[config.mk]
export PLATFORM = sky130hd
export DESIGN_NAME = bounded_array_list_engine_top
export DESIGN_NICKNAME = d
export VERILOG_FILES = /design/src/bale_pkg.sv /design/src/bounded_array_list_engine_top.sv /design/src/bale_mem.sv /design/src/bale_ctrl.sv
export SDC_FILE = /design/constraint.sdc
export NUM_CORES = 2
export LEC_CHECK = 0
export BUFFER_PORTS_ARGS = -buffer_cell sky130_fd_sc_hd__buf_2
export CORE_MARGIN = 1
export CORE_UTILIZATION = 62
export CTS_CLUSTER_DIAMETER = 120
export CTS_CLUSTER_SIZE = 20
export DETAILED_ROUTE_END_ITERATION = 7
export HOLD_SLACK_MARGIN = 0.06
export PLACE_DENSITY = 0.77
export SYNTH_ARGS = -nofsm -noshare
export SYNTH_HDL_FRONTEND = slang
export SYNTH_SLANG_ARGS = --single-unit
export TNS_END_PERCENT = 100
[constraint.sdc]
create_clock -name clock -period 11.65 [get_ports clock]
set_clock_uncertainty 0.2 [all_clocks]
set_input_delay 1.7475 -clock clock [delete_from_list [all_inputs] [get_ports clock]]
set_output_delay 1.7475 -clock clock [all_outputs]
set_load 0.1 [all_outputs]
[src/bale_pkg.sv]
// Shared types and constants of the bounded array list engine.
// No dependencies; used by every module of the block by scoped names.
`timescale 1ns / 1ps

package bale_pkg;

   // Widest element address the engine supports (capacity up to 1024)
   localparam int MAX_AW = 10;

   // Capacity limit register value after reset
   localparam logic [5:0] CAP_LIMIT_RESET = 6'd32;

   typedef enum logic [2:0] {
      OP_INSERT_AT     = 3'd0,
      OP_DELETE_AT     = 3'd1,
      OP_INSERT_SORTED = 3'd2,
      OP_LINEAR_SEARCH = 3'd3,
      OP_BINARY_SEARCH = 3'd4,
      OP_STATS         = 3'd5
   } bale_op_type;

   typedef enum logic [1:0] {
      STAT_DONE      = 2'd0,
      STAT_NOT_FOUND = 2'd1,
      STAT_REJECT    = 2'd2
   } bale_status_type;

   typedef enum logic [3:0] {
      ST_IDLE,
      ST_SHUP,
      ST_SHDN,
      ST_LSRCH,
      ST_LSWAP,
      ST_BRD,
      ST_BCMP,
      ST_STATS,
      ST_FIN
   } bale_state_type;

   typedef struct packed {
      logic [2:0]         opcode;
      logic [5:0]         position;
      logic signed [31:0] operand_value;
   } bale_req_type;

   typedef struct packed {
      bale_status_type    status;
      logic [4:0]         found_position;
      logic signed [31:0] removed_value;
      logic signed [31:0] minimum;
      logic signed [31:0] maximum;
      logic signed [31:0] total;
      logic [5:0]         count;
   } bale_rsp_type;

   // One cycle of requests from the sequencer to the element memory
   typedef struct packed {
      logic              wr_en;
      logic [MAX_AW-1:0] wr_addr;
      logic [31:0]       wr_data;
      logic              rd_en;
      logic [MAX_AW-1:0] rd_addr;
   } bale_mem_req_type;

endpackage

[src/bounded_array_list_engine_top.sv]
// Bounded array list engine: a packed list of signed 32-bit words with
// insert, delete, sorted insert, searches and statistics. One request beat
// gives one response beat; items are taken one at a time. Shifts, the
// linear search and the statistics walk step through the element store one
// entry per cycle through its single read port; the binary search reads one
// entry per halving step. A response held by rsp_stall keeps the engine busy.
// The store needs no clearing pass after reset: only entries below the count
// are ever read. The capacity limit register (reset 32) caps the count at
// its value as well as at CAPACITY; write it only while idle.
// Depends on bale_pkg, bale_ctrl and bale_mem.
`timescale 1ns / 1ps

module bounded_array_list_engine_top #(
   parameter int CAPACITY = 32
) (
   input  logic                   clock,
   input  logic                   reset,
   input  logic                   req_valid,
   output logic                   req_stall,
   input  bale_pkg::bale_req_type req_data,
   output logic                   rsp_valid,
   input  logic                   rsp_stall,
   output bale_pkg::bale_rsp_type rsp_data,
   input  logic                   csr_wr_en,
   input  logic [5:0]             csr_wr_data
);

   logic [5:0]                 cap_limit_ff;
   logic [5:0]                 cap_limit_in;
   bale_pkg::bale_mem_req_type mem_req;
   logic [31:0]                mem_rdata;

   // capacity limit register
   assign cap_limit_in = csr_wr_en ? csr_wr_data : cap_limit_ff;

   always_ff @(posedge clock) begin
      if (reset) begin
         cap_limit_ff <= bale_pkg::CAP_LIMIT_RESET;
      end else begin
         cap_limit_ff <= cap_limit_in;
      end
   end

   bale_ctrl #(
      .CAPACITY (CAPACITY)
   ) u_ctrl (
      .clock     (clock),
      .reset     (reset),
      .req_valid (req_valid),
      .req_stall (req_stall),
      .req_data  (req_data),
      .rsp_valid (rsp_valid),
      .rsp_stall (rsp_stall),
      .rsp_data  (rsp_data),
      .cap_limit (cap_limit_ff),
      .mem_req   (mem_req),
      .mem_rdata (mem_rdata)
   );

   bale_mem #(
      .DEPTH (CAPACITY)
   ) u_mem (
      .clock   (clock),
      .mem_req (mem_req),
      .rd_data (mem_rdata)
   );

endmodule

[src/bale_mem.sv]
// Element store: one write port, one read port, registered read data.
// Depends on bale_pkg for the memory request struct.
`timescale 1ns / 1ps

module bale_mem #(
   parameter int DEPTH = 32
) (
   input  logic                      clock,
   input  bale_pkg::bale_mem_req_type mem_req,
   output logic [31:0]               rd_data
);

   localparam int AW = (DEPTH > 1) ? $clog2(DEPTH) : 1;

   logic [31:0] ram_ff [DEPTH];
   logic [31:0] rd_data_ff;

   // write port
   always_ff @(posedge clock) begin
      if (mem_req.wr_en) begin
         ram_ff[mem_req.wr_addr[AW-1:0]] <= mem_req.wr_data;
      end
   end

   // read port, registered read data
   always_ff @(posedge clock) begin
      if (mem_req.rd_en) begin
         rd_data_ff <= ram_ff[mem_req.rd_addr[AW-1:0]];
      end
   end

   assign rd_data = rd_data_ff;

endmodule

[src/bale_ctrl.sv]
// Sequencer of the array list engine: decodes a request, walks the element
// store through bale_mem, and holds the result beat. Depends on bale_pkg.
`timescale 1ns / 1ps

module bale_ctrl #(
   parameter int CAPACITY = 32
) (
   input  logic                       clock,
   input  logic                       reset,
   input  logic                       req_valid,
   output logic                       req_stall,
   input  bale_pkg::bale_req_type     req_data,
   output logic                       rsp_valid,
   input  logic                       rsp_stall,
   output bale_pkg::bale_rsp_type     rsp_data,
   input  logic [5:0]                 cap_limit,
   output bale_pkg::bale_mem_req_type mem_req,
   input  logic [31:0]                mem_rdata
);

   localparam int AW = (CAPACITY > 1) ? $clog2(CAPACITY) : 1;
   localparam int CW = $clog2(CAPACITY + 1);
   localparam int WW = (CW > 6) ? CW : 6;
   localparam logic [CW-1:0] CAP_W = CW'(CAPACITY);

   bale_pkg::bale_state_type state_ff, state_in;

   logic [2:0]           op_ff, op_in;
   logic [31:0]          val_ff, val_in;
   logic [AW-1:0]        pos_ff, pos_in;
   logic [CW-1:0]        count_ff, count_in;
   logic [AW-1:0]        ptr_ff, ptr_in;
   logic [CW-1:0]        rem_ff, rem_in;
   logic                 pend_ff, pend_in;
   logic [AW-1:0]        paddr_ff, paddr_in;
   logic                 first_ff, first_in;
   logic                 srt_ff, srt_in;
   logic [31:0]          hold_ff, hold_in;
   logic [AW-1:0]        found_ff, found_in;
   logic [AW-1:0]        mid_ff, mid_in;
   logic signed [CW:0]   lo_ff, lo_in;
   logic signed [CW:0]   hi_ff, hi_in;
   logic [31:0]          mn_ff, mn_in;
   logic [31:0]          mx_ff, mx_in;
   logic [31:0]          sum_ff, sum_in;
   bale_pkg::bale_status_type status_ff, status_in;
   logic                 rsp_valid_ff, rsp_valid_in;
   bale_pkg::bale_rsp_type rsp_data_ff, rsp_data_in;

   logic                 req_fire;
   logic [WW-1:0]        count_w;
   logic [WW-1:0]        pos_w;
   logic                 room;
   logic                 ins_ok;
   logic                 del_ok;
   logic                 nonempty;
   logic [CW-1:0]        rem_pos;
   logic [AW-1:0]        last_addr;
   logic                 walking;
   logic                 walk_end;
   logic                 hit;
   logic                 val_lt;
   logic [AW-1:0]        up_addr;
   logic [AW-1:0]        dn_addr;
   logic signed [CW+1:0] bsum;
   logic [AW-1:0]        bmid;
   logic                 bs_live;
   logic signed [CW:0]   mid_s;
   logic                 rsp_free;
   logic                 sel_found;

   // request decode and checks
   assign req_stall = reset || (state_ff != bale_pkg::ST_IDLE);
   assign req_fire  = req_valid && !req_stall;
   assign count_w   = WW'(count_ff);
   assign pos_w     = WW'(req_data.position);
   assign room      = (count_w < WW'(cap_limit)) && (count_ff < CAP_W);
   assign ins_ok    = room && (pos_w <= count_w);
   assign del_ok    = pos_w < count_w;
   assign nonempty  = count_ff != '0;
   assign rem_pos   = CW'(count_w - pos_w);
   assign last_addr = AW'(count_ff - CW'(1));

   // walk status: a read was issued last cycle (pend) and reads still owed (rem)
   assign walking  = (state_ff == bale_pkg::ST_SHUP) || (state_ff == bale_pkg::ST_SHDN) ||
                     (state_ff == bale_pkg::ST_LSRCH) || (state_ff == bale_pkg::ST_STATS);
   assign walk_end = !pend_ff && (rem_ff == '0);
   assign hit      = mem_rdata == val_ff;
   assign val_lt   = $signed(val_ff) < $signed(mem_rdata);
   assign up_addr  = paddr_ff + AW'(1);
   assign dn_addr  = paddr_ff - AW'(1);

   // binary search midpoint; lo <= hi keeps the sum non-negative
   assign bsum    = (CW+2)'(lo_ff) + (CW+2)'(hi_ff);
   assign bmid    = bsum[AW:1];
   assign bs_live = lo_ff <= hi_ff;
   assign mid_s   = $signed((CW+1)'(mid_ff));

   assign rsp_free  = !rsp_valid_ff || !rsp_stall;
   assign sel_found = (op_ff == bale_pkg::OP_LINEAR_SEARCH) ||
                      (op_ff == bale_pkg::OP_BINARY_SEARCH);

   // next state
   always_comb begin
      state_in = state_ff;
      case (state_ff)
         bale_pkg::ST_IDLE: begin
            if (req_fire) begin
               case (req_data.opcode)
                  bale_pkg::OP_INSERT_AT:
                     state_in = ins_ok ? bale_pkg::ST_SHUP : bale_pkg::ST_FIN;
                  bale_pkg::OP_DELETE_AT:
                     state_in = del_ok ? bale_pkg::ST_SHDN : bale_pkg::ST_FIN;
                  bale_pkg::OP_INSERT_SORTED:
                     state_in = room ? bale_pkg::ST_SHUP : bale_pkg::ST_FIN;
                  bale_pkg::OP_LINEAR_SEARCH: state_in = bale_pkg::ST_LSRCH;
                  bale_pkg::OP_BINARY_SEARCH: state_in = bale_pkg::ST_BRD;
                  bale_pkg::OP_STATS:
                     state_in = nonempty ? bale_pkg::ST_STATS : bale_pkg::ST_FIN;
                  default: state_in = bale_pkg::ST_FIN;
               endcase
            end
         end
         bale_pkg::ST_SHUP: begin
            if ((pend_ff && srt_ff && !val_lt) || walk_end) begin
               state_in = bale_pkg::ST_FIN;
            end
         end
         bale_pkg::ST_SHDN: begin
            if (walk_end) state_in = bale_pkg::ST_FIN;
         end
         bale_pkg::ST_LSRCH: begin
            if (pend_ff && hit) begin
               state_in = bale_pkg::ST_LSWAP;
            end else if (walk_end) begin
               state_in = bale_pkg::ST_FIN;
            end
         end
         bale_pkg::ST_LSWAP: state_in = bale_pkg::ST_FIN;
         bale_pkg::ST_BRD: state_in = bs_live ? bale_pkg::ST_BCMP : bale_pkg::ST_FIN;
         bale_pkg::ST_BCMP: state_in = hit ? bale_pkg::ST_FIN : bale_pkg::ST_BRD;
         bale_pkg::ST_STATS: begin
            if (walk_end) state_in = bale_pkg::ST_FIN;
         end
         bale_pkg::ST_FIN: begin
            if (rsp_free) state_in = bale_pkg::ST_IDLE;
         end
         default: state_in = bale_pkg::ST_IDLE;
      endcase
   end

   // datapath and memory requests
   // The walks never read an entry that was written in the same or the
   // previous cycle (shift writes trail the reads by two entries, the search
   // swap happens after the walk stops), so no forwarding is needed.
   always_comb begin
      op_in        = op_ff;
      val_in       = val_ff;
      pos_in       = pos_ff;
      count_in     = count_ff;
      ptr_in       = ptr_ff;
      rem_in       = rem_ff;
      pend_in      = 1'b0;
      paddr_in     = paddr_ff;
      first_in     = first_ff;
      srt_in       = srt_ff;
      hold_in      = hold_ff;
      found_in     = found_ff;
      mid_in       = mid_ff;
      lo_in        = lo_ff;
      hi_in        = hi_ff;
      mn_in        = mn_ff;
      mx_in        = mx_ff;
      sum_in       = sum_ff;
      status_in    = status_ff;
      rsp_valid_in = rsp_valid_ff && rsp_stall;
      rsp_data_in  = rsp_data_ff;
      mem_req      = '0;

      // one read a cycle while a walk still owes reads
      if (walking && (rem_ff != '0)) begin
         mem_req.rd_en   = 1'b1;
         mem_req.rd_addr = bale_pkg::MAX_AW'(ptr_ff);
         paddr_in        = ptr_ff;
         pend_in         = 1'b1;
         rem_in          = rem_ff - CW'(1);
         ptr_in          = (state_ff == bale_pkg::ST_SHUP) ? ptr_ff - AW'(1)
                                                            : ptr_ff + AW'(1);
      end

      case (state_ff)
         bale_pkg::ST_IDLE: begin
            if (req_fire) begin
               op_in    = req_data.opcode;
               val_in   = req_data.operand_value;
               found_in = '0;
               hold_in  = '0;
               mn_in    = '0;
               mx_in    = '0;
               sum_in   = '0;
               first_in = 1'b1;
               srt_in   = 1'b0;
               lo_in    = '0;
               hi_in    = $signed({1'b0, count_ff}) - $signed((CW+1)'(1));
               ptr_in   = '0;
               rem_in   = count_ff;
               pos_in   = '0;
               case (req_data.opcode)
                  bale_pkg::OP_INSERT_AT: begin
                     ptr_in    = last_addr;
                     rem_in    = rem_pos;
                     pos_in    = AW'(req_data.position);
                     status_in = ins_ok ? bale_pkg::STAT_DONE : bale_pkg::STAT_REJECT;
                     if (ins_ok) count_in = count_ff + CW'(1);
                  end
                  bale_pkg::OP_DELETE_AT: begin
                     ptr_in    = AW'(req_data.position);
                     rem_in    = rem_pos;
                     status_in = del_ok ? bale_pkg::STAT_DONE : bale_pkg::STAT_REJECT;
                     if (del_ok) count_in = count_ff - CW'(1);
                  end
                  bale_pkg::OP_INSERT_SORTED: begin
                     ptr_in    = last_addr;
                     srt_in    = 1'b1;
                     status_in = room ? bale_pkg::STAT_DONE : bale_pkg::STAT_REJECT;
                     if (room) count_in = count_ff + CW'(1);
                  end
                  bale_pkg::OP_LINEAR_SEARCH: status_in = bale_pkg::STAT_NOT_FOUND;
                  bale_pkg::OP_BINARY_SEARCH: status_in = bale_pkg::STAT_NOT_FOUND;
                  bale_pkg::OP_STATS:
                     status_in = nonempty ? bale_pkg::STAT_DONE : bale_pkg::STAT_REJECT;
                  default: status_in = bale_pkg::STAT_REJECT;
               endcase
            end
         end

         // move entries up one place, then drop the new word into the gap
         bale_pkg::ST_SHUP: begin
            mem_req.wr_en = 1'b1;
            if (pend_ff && srt_ff && !val_lt) begin
               mem_req.wr_addr = bale_pkg::MAX_AW'(up_addr);
               mem_req.wr_data = val_ff;
            end else if (pend_ff) begin
               mem_req.wr_addr = bale_pkg::MAX_AW'(up_addr);
               mem_req.wr_data = mem_rdata;
            end else if (rem_ff == '0) begin
               mem_req.wr_addr = bale_pkg::MAX_AW'(pos_ff);
               mem_req.wr_data = val_ff;
            end else begin
               mem_req.wr_en = 1'b0;
            end
         end

         // first read is the removed word, the rest move down one place
         bale_pkg::ST_SHDN: begin
            if (pend_ff && first_ff) begin
               hold_in  = mem_rdata;
               first_in = 1'b0;
            end else if (pend_ff) begin
               mem_req.wr_en   = 1'b1;
               mem_req.wr_addr = bale_pkg::MAX_AW'(dn_addr);
               mem_req.wr_data = mem_rdata;
            end
         end

         // scan from the front; keep the front word for the swap
         bale_pkg::ST_LSRCH: begin
            if (pend_ff) begin
               if (paddr_ff == '0) hold_in = mem_rdata;
               if (hit) begin
                  mem_req.wr_en   = 1'b1;
                  mem_req.wr_addr = '0;
                  mem_req.wr_data = val_ff;
                  found_in        = paddr_ff;
                  status_in       = bale_pkg::STAT_DONE;
               end
            end
         end

         bale_pkg::ST_LSWAP: begin
            mem_req.wr_en   = 1'b1;
            mem_req.wr_addr = bale_pkg::MAX_AW'(found_ff);
            mem_req.wr_data = hold_ff;
         end

         bale_pkg::ST_BRD: begin
            if (bs_live) begin
               mem_req.rd_en   = 1'b1;
               mem_req.rd_addr = bale_pkg::MAX_AW'(bmid);
               mid_in          = bmid;
            end
         end

         bale_pkg::ST_BCMP: begin
            if (hit) begin
               found_in  = mid_ff;
               status_in = bale_pkg::STAT_DONE;
            end else if (val_lt) begin
               hi_in = mid_s - $signed((CW+1)'(1));
            end else begin
               lo_in = mid_s + $signed((CW+1)'(1));
            end
         end

         // running minimum, maximum and wrapping sum
         bale_pkg::ST_STATS: begin
            if (pend_ff && first_ff) begin
               mn_in    = mem_rdata;
               mx_in    = mem_rdata;
               sum_in   = mem_rdata;
               first_in = 1'b0;
            end else if (pend_ff) begin
               if ($signed(mem_rdata) < $signed(mn_ff)) mn_in = mem_rdata;
               if ($signed(mx_ff) < $signed(mem_rdata)) mx_in = mem_rdata;
               sum_in = sum_ff + mem_rdata;
            end
         end

         // hand the result to the output register once it is free
         bale_pkg::ST_FIN: begin
            if (rsp_free) begin
               rsp_valid_in                = 1'b1;
               rsp_data_in.status          = status_ff;
               rsp_data_in.found_position  = sel_found ? 5'(found_ff) : 5'd0;
               rsp_data_in.removed_value   = (op_ff == bale_pkg::OP_DELETE_AT) ? hold_ff
                                                                               : 32'd0;
               rsp_data_in.minimum         = mn_ff;
               rsp_data_in.maximum         = mx_ff;
               rsp_data_in.total           = sum_ff;
               rsp_data_in.count           = 6'(count_ff);
            end
         end

         default: begin
            mem_req = '0;
         end
      endcase
   end

   // control registers
   always_ff @(posedge clock) begin
      if (reset) begin
         state_ff     <= bale_pkg::ST_IDLE;
         count_ff     <= '0;
         pend_ff      <= 1'b0;
         rsp_valid_ff <= 1'b0;
      end else begin
         state_ff     <= state_in;
         count_ff     <= count_in;
         pend_ff      <= pend_in;
         rsp_valid_ff <= rsp_valid_in;
      end
   end

   // working and payload registers
   always_ff @(posedge clock) begin
      op_ff       <= op_in;
      val_ff      <= val_in;
      pos_ff      <= pos_in;
      ptr_ff      <= ptr_in;
      rem_ff      <= rem_in;
      paddr_ff    <= paddr_in;
      first_ff    <= first_in;
      srt_ff      <= srt_in;
      hold_ff     <= hold_in;
      found_ff    <= found_in;
      mid_ff      <= mid_in;
      lo_ff       <= lo_in;
      hi_ff       <= hi_in;
      mn_ff       <= mn_in;
      mx_ff       <= mx_in;
      sum_ff      <= sum_in;
      status_ff   <= status_in;
      rsp_data_ff <= rsp_data_in;
   end

   assign rsp_valid = rsp_valid_ff;
   assign rsp_data  = rsp_data_ff;

endmodule

# After elaboration in Yosys (flattened, before gate mapping)
# Memories as Yosys holds them, arrays and structs flattened. A register that Yosys moved wholly into a read port is not among the register bits.
# Index checks and enable logic that the tools add are counted.
# word_totals
in_bits	52
mem_bits_ro	0
mem_bits_rw	1024
reg_bits	371
latchBits	0
memories	1
out_inout_bits	143
# classes
n_div	0
n_bitwise	0
magnitude_cmp	8
mux	87
reduce_logical	54
shifts	0
n_eq_ne	35
mul	0
addsub	13
# memory_table
name	depth	width	rd	rd_ports_with_merged_regs	write_ports	line_no	rtl
u_mem.ram_ff	32	32	1	1	1	bale_mem.sv:15	logic [31:0] ram_ff [DEPTH];
# ops
cell	n
2-to-1 mux 32 bit	12
one-hot mux 32 bit (2 select lines)	3
2-to-1 mux 43 bit	4
one-hot mux 43 bit (4 select lines)	1
less-than comparator 32 bit	3
one-hot mux 32 bit (3 select lines)	1
2-to-1 mux 42 bit	2
2-to-1 mux 4 bit	11
2-to-1 mux 6 bit	7
2-to-1 mux 7 bit	6
2-to-1 mux 5 bit	8
2-to-1 mux 37 bit	1
adder 32 bit	1
equality test 32 bit	1
one-hot mux 4 bit (8 select lines)	1
one-hot mux 7 bit (2 select lines)	2
one-hot mux 4 bit (6 select lines)	1
2-to-1 mux 11 bit	2
one-hot mux 11 bit (2 select lines)	1
inequality test 2 x 1 -> 1 bit, second input constant	10
one-hot mux 6 bit (3 select lines)	1
equality test 4 x 3 -> 1 bit, second input constant	4
AND reduction 4 bit	4
one-hot mux 5 bit (3 select lines)	1
45 further kinds	109

# Depth between registers and ports, before layout
# depth
depth_word	8
mapped_depth	15

# By module
# A second synthesis with hierarchy kept.
# unflattened
hier_cells	3903
hier_area_um2	59947.5
# by_module_without_submodules
module	seq_area_each_um2	n_inst	area_each_um2	cells_per_inst
bale_mem	31710.4	1	40812.9	2260
bale_ctrl	10700.3	1	18916.9	1624
bounded_array_list_engine_top	120.1	1	217.7	19

# Worst setup path before layout
# No wires, ideal clock.
# synth_path
path_type	input-to-reg
start	input port rsp_stall
end	register u_ctrl.rsp_data_ff, in the netlist u_ctrl.rsp_data[0], enable pin
arrival_time_ns	8.379
path_slack_ns	2.384
stages	1
cell_sequence	a21oi_1
# synth_between
elab_chain_cells	3
# synth_lines
item	line_no	rtl
from (decl)	bounded_array_list_engine_top.sv:22	input logic rsp_stall,
zero test 1 bit	bale_ctrl.sv:99	assign rsp_free = !rsp_valid_ff || !rsp_stall;
logical OR 1 bit	bale_ctrl.sv:99	
AND reduction 2 bit (no source line)	--	
to (signal assigned)	bale_ctrl.sv:374	rsp_data_ff <= rsp_data_in;
to (decl)	bale_ctrl.sv:48	bale_pkg::bale_rsp_type rsp_data_ff, rsp_data_in;
# No other way between the ends.
# A chain may end at the register's enable or synchronous reset.

# Final worst setup path
# layout_path
start	register u_ctrl.lo_ff[4]
end	register u_mem.rd_data_ff[19], in the netlist u_mem.rd_data[19], read port of u_mem.ram_ff, data pin
# layout_between
elab_chain_cells	3
elab_cells_between_ends	4
classes_between	add/sub (1); order compare (1); mux (2)
# layout_lines
item	line_no	rtl
from (decl)	bale_ctrl.sv:41	logic signed [CW:0] lo_ff, lo_in;
from (signal assigned)	bale_ctrl.sv:368	lo_ff <= lo_in;
adder 6 bit / less-or-equal comparator 7 bit (equally long branches)	bale_ctrl.sv:94, bale_ctrl.sv:96	
2-to-1 mux 11 bit (*)	bale_ctrl.sv:287	if (bs_live) begin
one-hot mux 11 bit (2 select lines) (*)	bale_ctrl.sv:191	case (state_ff)
to (decl)	bale_mem.sv:16	logic [31:0] rd_data_ff;
# Every way passes the cells marked *; elsewhere a longest branch is shown, timed or not.

==> impl_metrics.tcl <==
set metrics [dict create \
    worstPathArrival_ns 6.59 \
    critPathTopFamily "compound AO/OA/AOI/OAI gates" \
    hold_buffers 0 \
    relSlewSlack 0.03774 \
    fin_cells 5399 \
    switchingPower_mw 4.034 \
    port-buffer-count 194 \
    io_pins 195 \
    antenna_found_initial 3 \
    routed_wl_um 157300 \
    path_clk_slew_ns 0.09 \
    worstMarginPinSlew_ns 1.443 \
    path_buf_inv 2 \
    cts_resized 0 \
    setup_viol 0 \
    drc 0 \
    post_cts_buffers 0 \
    final_cell_area_um2 66560 \
    crit_path_frequent_cell "buf_4" \
    synth_top_cells_by_area "edfxtp_1 (68%), mux2i_1 (10%), ha_1 (3.3%), mux2_2 (2.3%), nand2_1 (1.2%)" \
    first_global_vias 34042 \
    synthCells 3900 \
    grtUsageTotal 0.3108 \
    cp.required_ns 11.76 \
    area_growth_pct 8.166 \
    cts_buffers 81 \
    tritoncts "built" \
    nets 4308 \
    p_comb_frac 0.256 \
    maxSlewViolCount 0 \
    critical_path.max_stage_delay_ns 1.03 \
    vdd_drop_max_uv 169.6 \
    synth_edf_count 1397 \
    vias_per_cell 6.582 \
    cell_internal_pwr_mw 8.270 \
    dr.first_iter.drc_count 4615 \
    cp-end-kind "flop" \
    final-hold-violation-count 0 \
    final.setup.tns_ns 0 \
    yosysWarnings 0 \
    p_leak_nw 23.67 \
    syn_area_um2 61540 \
    dpl_cell_area_um2 64300 \
    yosysTopAreaCell "edfxtp_1" \
    htreeDepth 3 \
    switching_share 0.3279 \
    routabilityCongestion 0.9456 \
    drt.antenna.violating_nets 0 \
    dpl.cell_count 5295 \
    period_minus_slack_ns 6.481 \
    first_pass_iters 6 \
    wire_per_inst_um 29.13 \
    power.density_nw_per_um2 184.9 \
    grt_pass1_wl_um 224400 \
    initial_core_util 0.6252 \
    async_reset_ff_frac 0 \
    drive_gt1_frac 0.1555 \
    pwr-share-seq 0.510 \
    rsz0062_at_grt "no" \
    max-cap-violations 0 \
    clock_path_buffers 3 \
    status "completed" \
    ys_ff_latch 1426 \
    finalCritPeriodShare 0.5563 \
    clock_latency_ns 0.70 \
    via_count 35538 \
    core_um2 98420 \
    yosys-top-cells-count "edfxtp_1 (1397), mux2i_1 (643), nand2_1 (204)" \
    cp_cell_sequence "ha_1 -> a21o_1 -> a211oi_2 -> o2bb2ai_1 -> a32o_4 -> buf_4 -> buf_4 -> mux2i_1 -> mux2_2 -> a22o_1 -> nor4_2" \
    cts_sinks 1426 \
    hold_path_class "reg2reg" \
    ys.flop_type "edfxtp_1" \
    die_h_um 317.0 \
    syn_nets 4116 \
    critPathLaunchType "flop" \
    yosysTopAreaCellShare 0.6817 \
    cpMaxStageDelayCell "nor4_2" \
    path_max_fanout 56 \
    clock-root-buffer "clkbuf_16" \
    synth_cell_types 80 \
    synth.most_common_cell "edfxtp_1" \
    hpwl_um 96630 \
    clkPwrFrac 0.234 \
    fmax_mhz 154.3 \
    die_w_um 317.0 \
    critPathKind "reg2reg" \
    grt_max_degree 122 \
    grt_overflow 0 \
    die-area_um2 100500 \
    yosysSeqAreaShare 0.6911 \
    fp-row-count 115 \
    syn_avg_cell_area_um2 15.78 \
]
==> through the flow <==
| stage | total power [mW] | setup slack [ns] | hold WS (ns) | utilization |
|---|---|---|---|---|
| finish | 12.30 | 5.169 | 0.2480 | 0.6763 |
| global placement | 9.434 | 5.316 | 0.2018 | 0.6534 |
| detailed placement | 9.488 | 5.301 | 0.2227 | 0.6534 |
| floorplan | 8.722 | 2.384 | 0.2003 | - |
| global route | 12.70 | 5.073 | 0.2433 | 0.6763 |
| CTS | 12.29 | 5.265 | 0.2419 | 0.6759 |
==> worst paths after layout <==
kind	start	endpoint	slack, ns	cells past startpoint
max reg2reg	u_ctrl.lo_ff[4]	u_mem.rd_data[19]	5.17	11
max	u_ctrl.lo_ff[4]	u_mem.rd_data[19]	5.17	11
min	u_ctrl.status_ff[1]	u_ctrl.rsp_data[140]	0.25	0
min reg2reg	u_ctrl.status_ff[1]	u_ctrl.rsp_data[140]	0.25	0
==> sequential cells by signal, summed over array words and instances, names as in the netlist, 2 cells and up <==
name / flops
u_ctrl.rsp_data: 141
u_ctrl.found_ff: 5
u_ctrl.mn_ff: 32
u_ctrl.rem_ff: 6
u_ctrl.op_ff: 3
u_ctrl.count_ff: 6
u_mem.ram_ff: 1024
u_ctrl.status_ff: 2
u_ctrl.ptr_ff: 5
u_ctrl.mx_ff: 32
u_ctrl.sum_ff: 32
u_ctrl.paddr_ff: 5
u_ctrl.lo_ff: 6
u_ctrl.hold_ff: 32
u_ctrl.state_ff: 4
u_ctrl.pos_ff: 5
u_ctrl.hi_ff: 7
u_ctrl.val_ff: 32
u_mem.rd_data: 32
u_ctrl.mid_ff: 5
cap_limit_ff: 6
==> power groups by stage <==
stage | logic (mW) | registers [mW] | clock network, mW
after global placement | 3.06 | 6.37 | 0
after detailed placement | 3.11 | 6.38 | 0
after CTS | 3.12 | 6.26 | 2.90
after floorplan | 1.75 | 6.97 | 0
after global routing | 3.34 | 6.29 | 3.07
final | 3.15 | 6.27 | 2.88
==> cell usage in the layout, fill, tap and decap left out, drive strengths merged, types with 36 or more instances in the layout <==
cell / netlist / routed
clkbuf: 88 / 95
buf: 96 / 293
mux2: 126 / 126
a21oi: 100 / 100
nor3: 41 / 41
o22ai: 67 / 67
inv: 118 / 120
nor2: 178 / 178
a21o: 56 / 56
nand3: 39 / 39
nand2: 204 / 204
ha: 160 / 160
mux2i: 643 / 643
edfxtp: 1397 / 1397
nor4: 36 / 36
and2: 56 / 56
o21ai: 55 / 55
==> layer usage <==
| metal | vias up | track usage | part of all wire |
|---|---|---|---|
| met5 | - | 0 | 0.00022 |
| met4 | 4 | 0.1431 | 0.048 |
| met3 | 381 | 0.05191 | 0.095 |
| met2 | 1949 | 0.4920 | 0.47 |
| met1 | 17752 | 0.4253 | 0.39 |
| li1 | 15452 | - | - |
==> final cells by class <==
cell class,instances,area (µm²)
diodes,2,5.005
clock buffers,95,2122
clock inverters,6,93.84
fillers,6635,31860
inverters,119,449.2
multi-input cells,2171,18020
flip-flops and latches,1426,42530
well taps,1287,1610
repair buffers,293,1734
==> logic make-up after synthesis <==
| kind of cell | count (synthesis) | share of synthesized area |
|---|---|---|
| DFF | 1426 | 0.6911 |
| muxes | 769 | 0.1276 |
| AOI/OAI and AO/OA | 515 | 0.05890 |
| adders and majority gates | 164 | 0.03383 |
| xor gates and xnor gates | 39 | 0.005551 |
| buffers and inverters | 303 | 0.02582 |
| and+or+nand+nor | 684 | 0.05709 |
(Power assumes the default switching activity.)
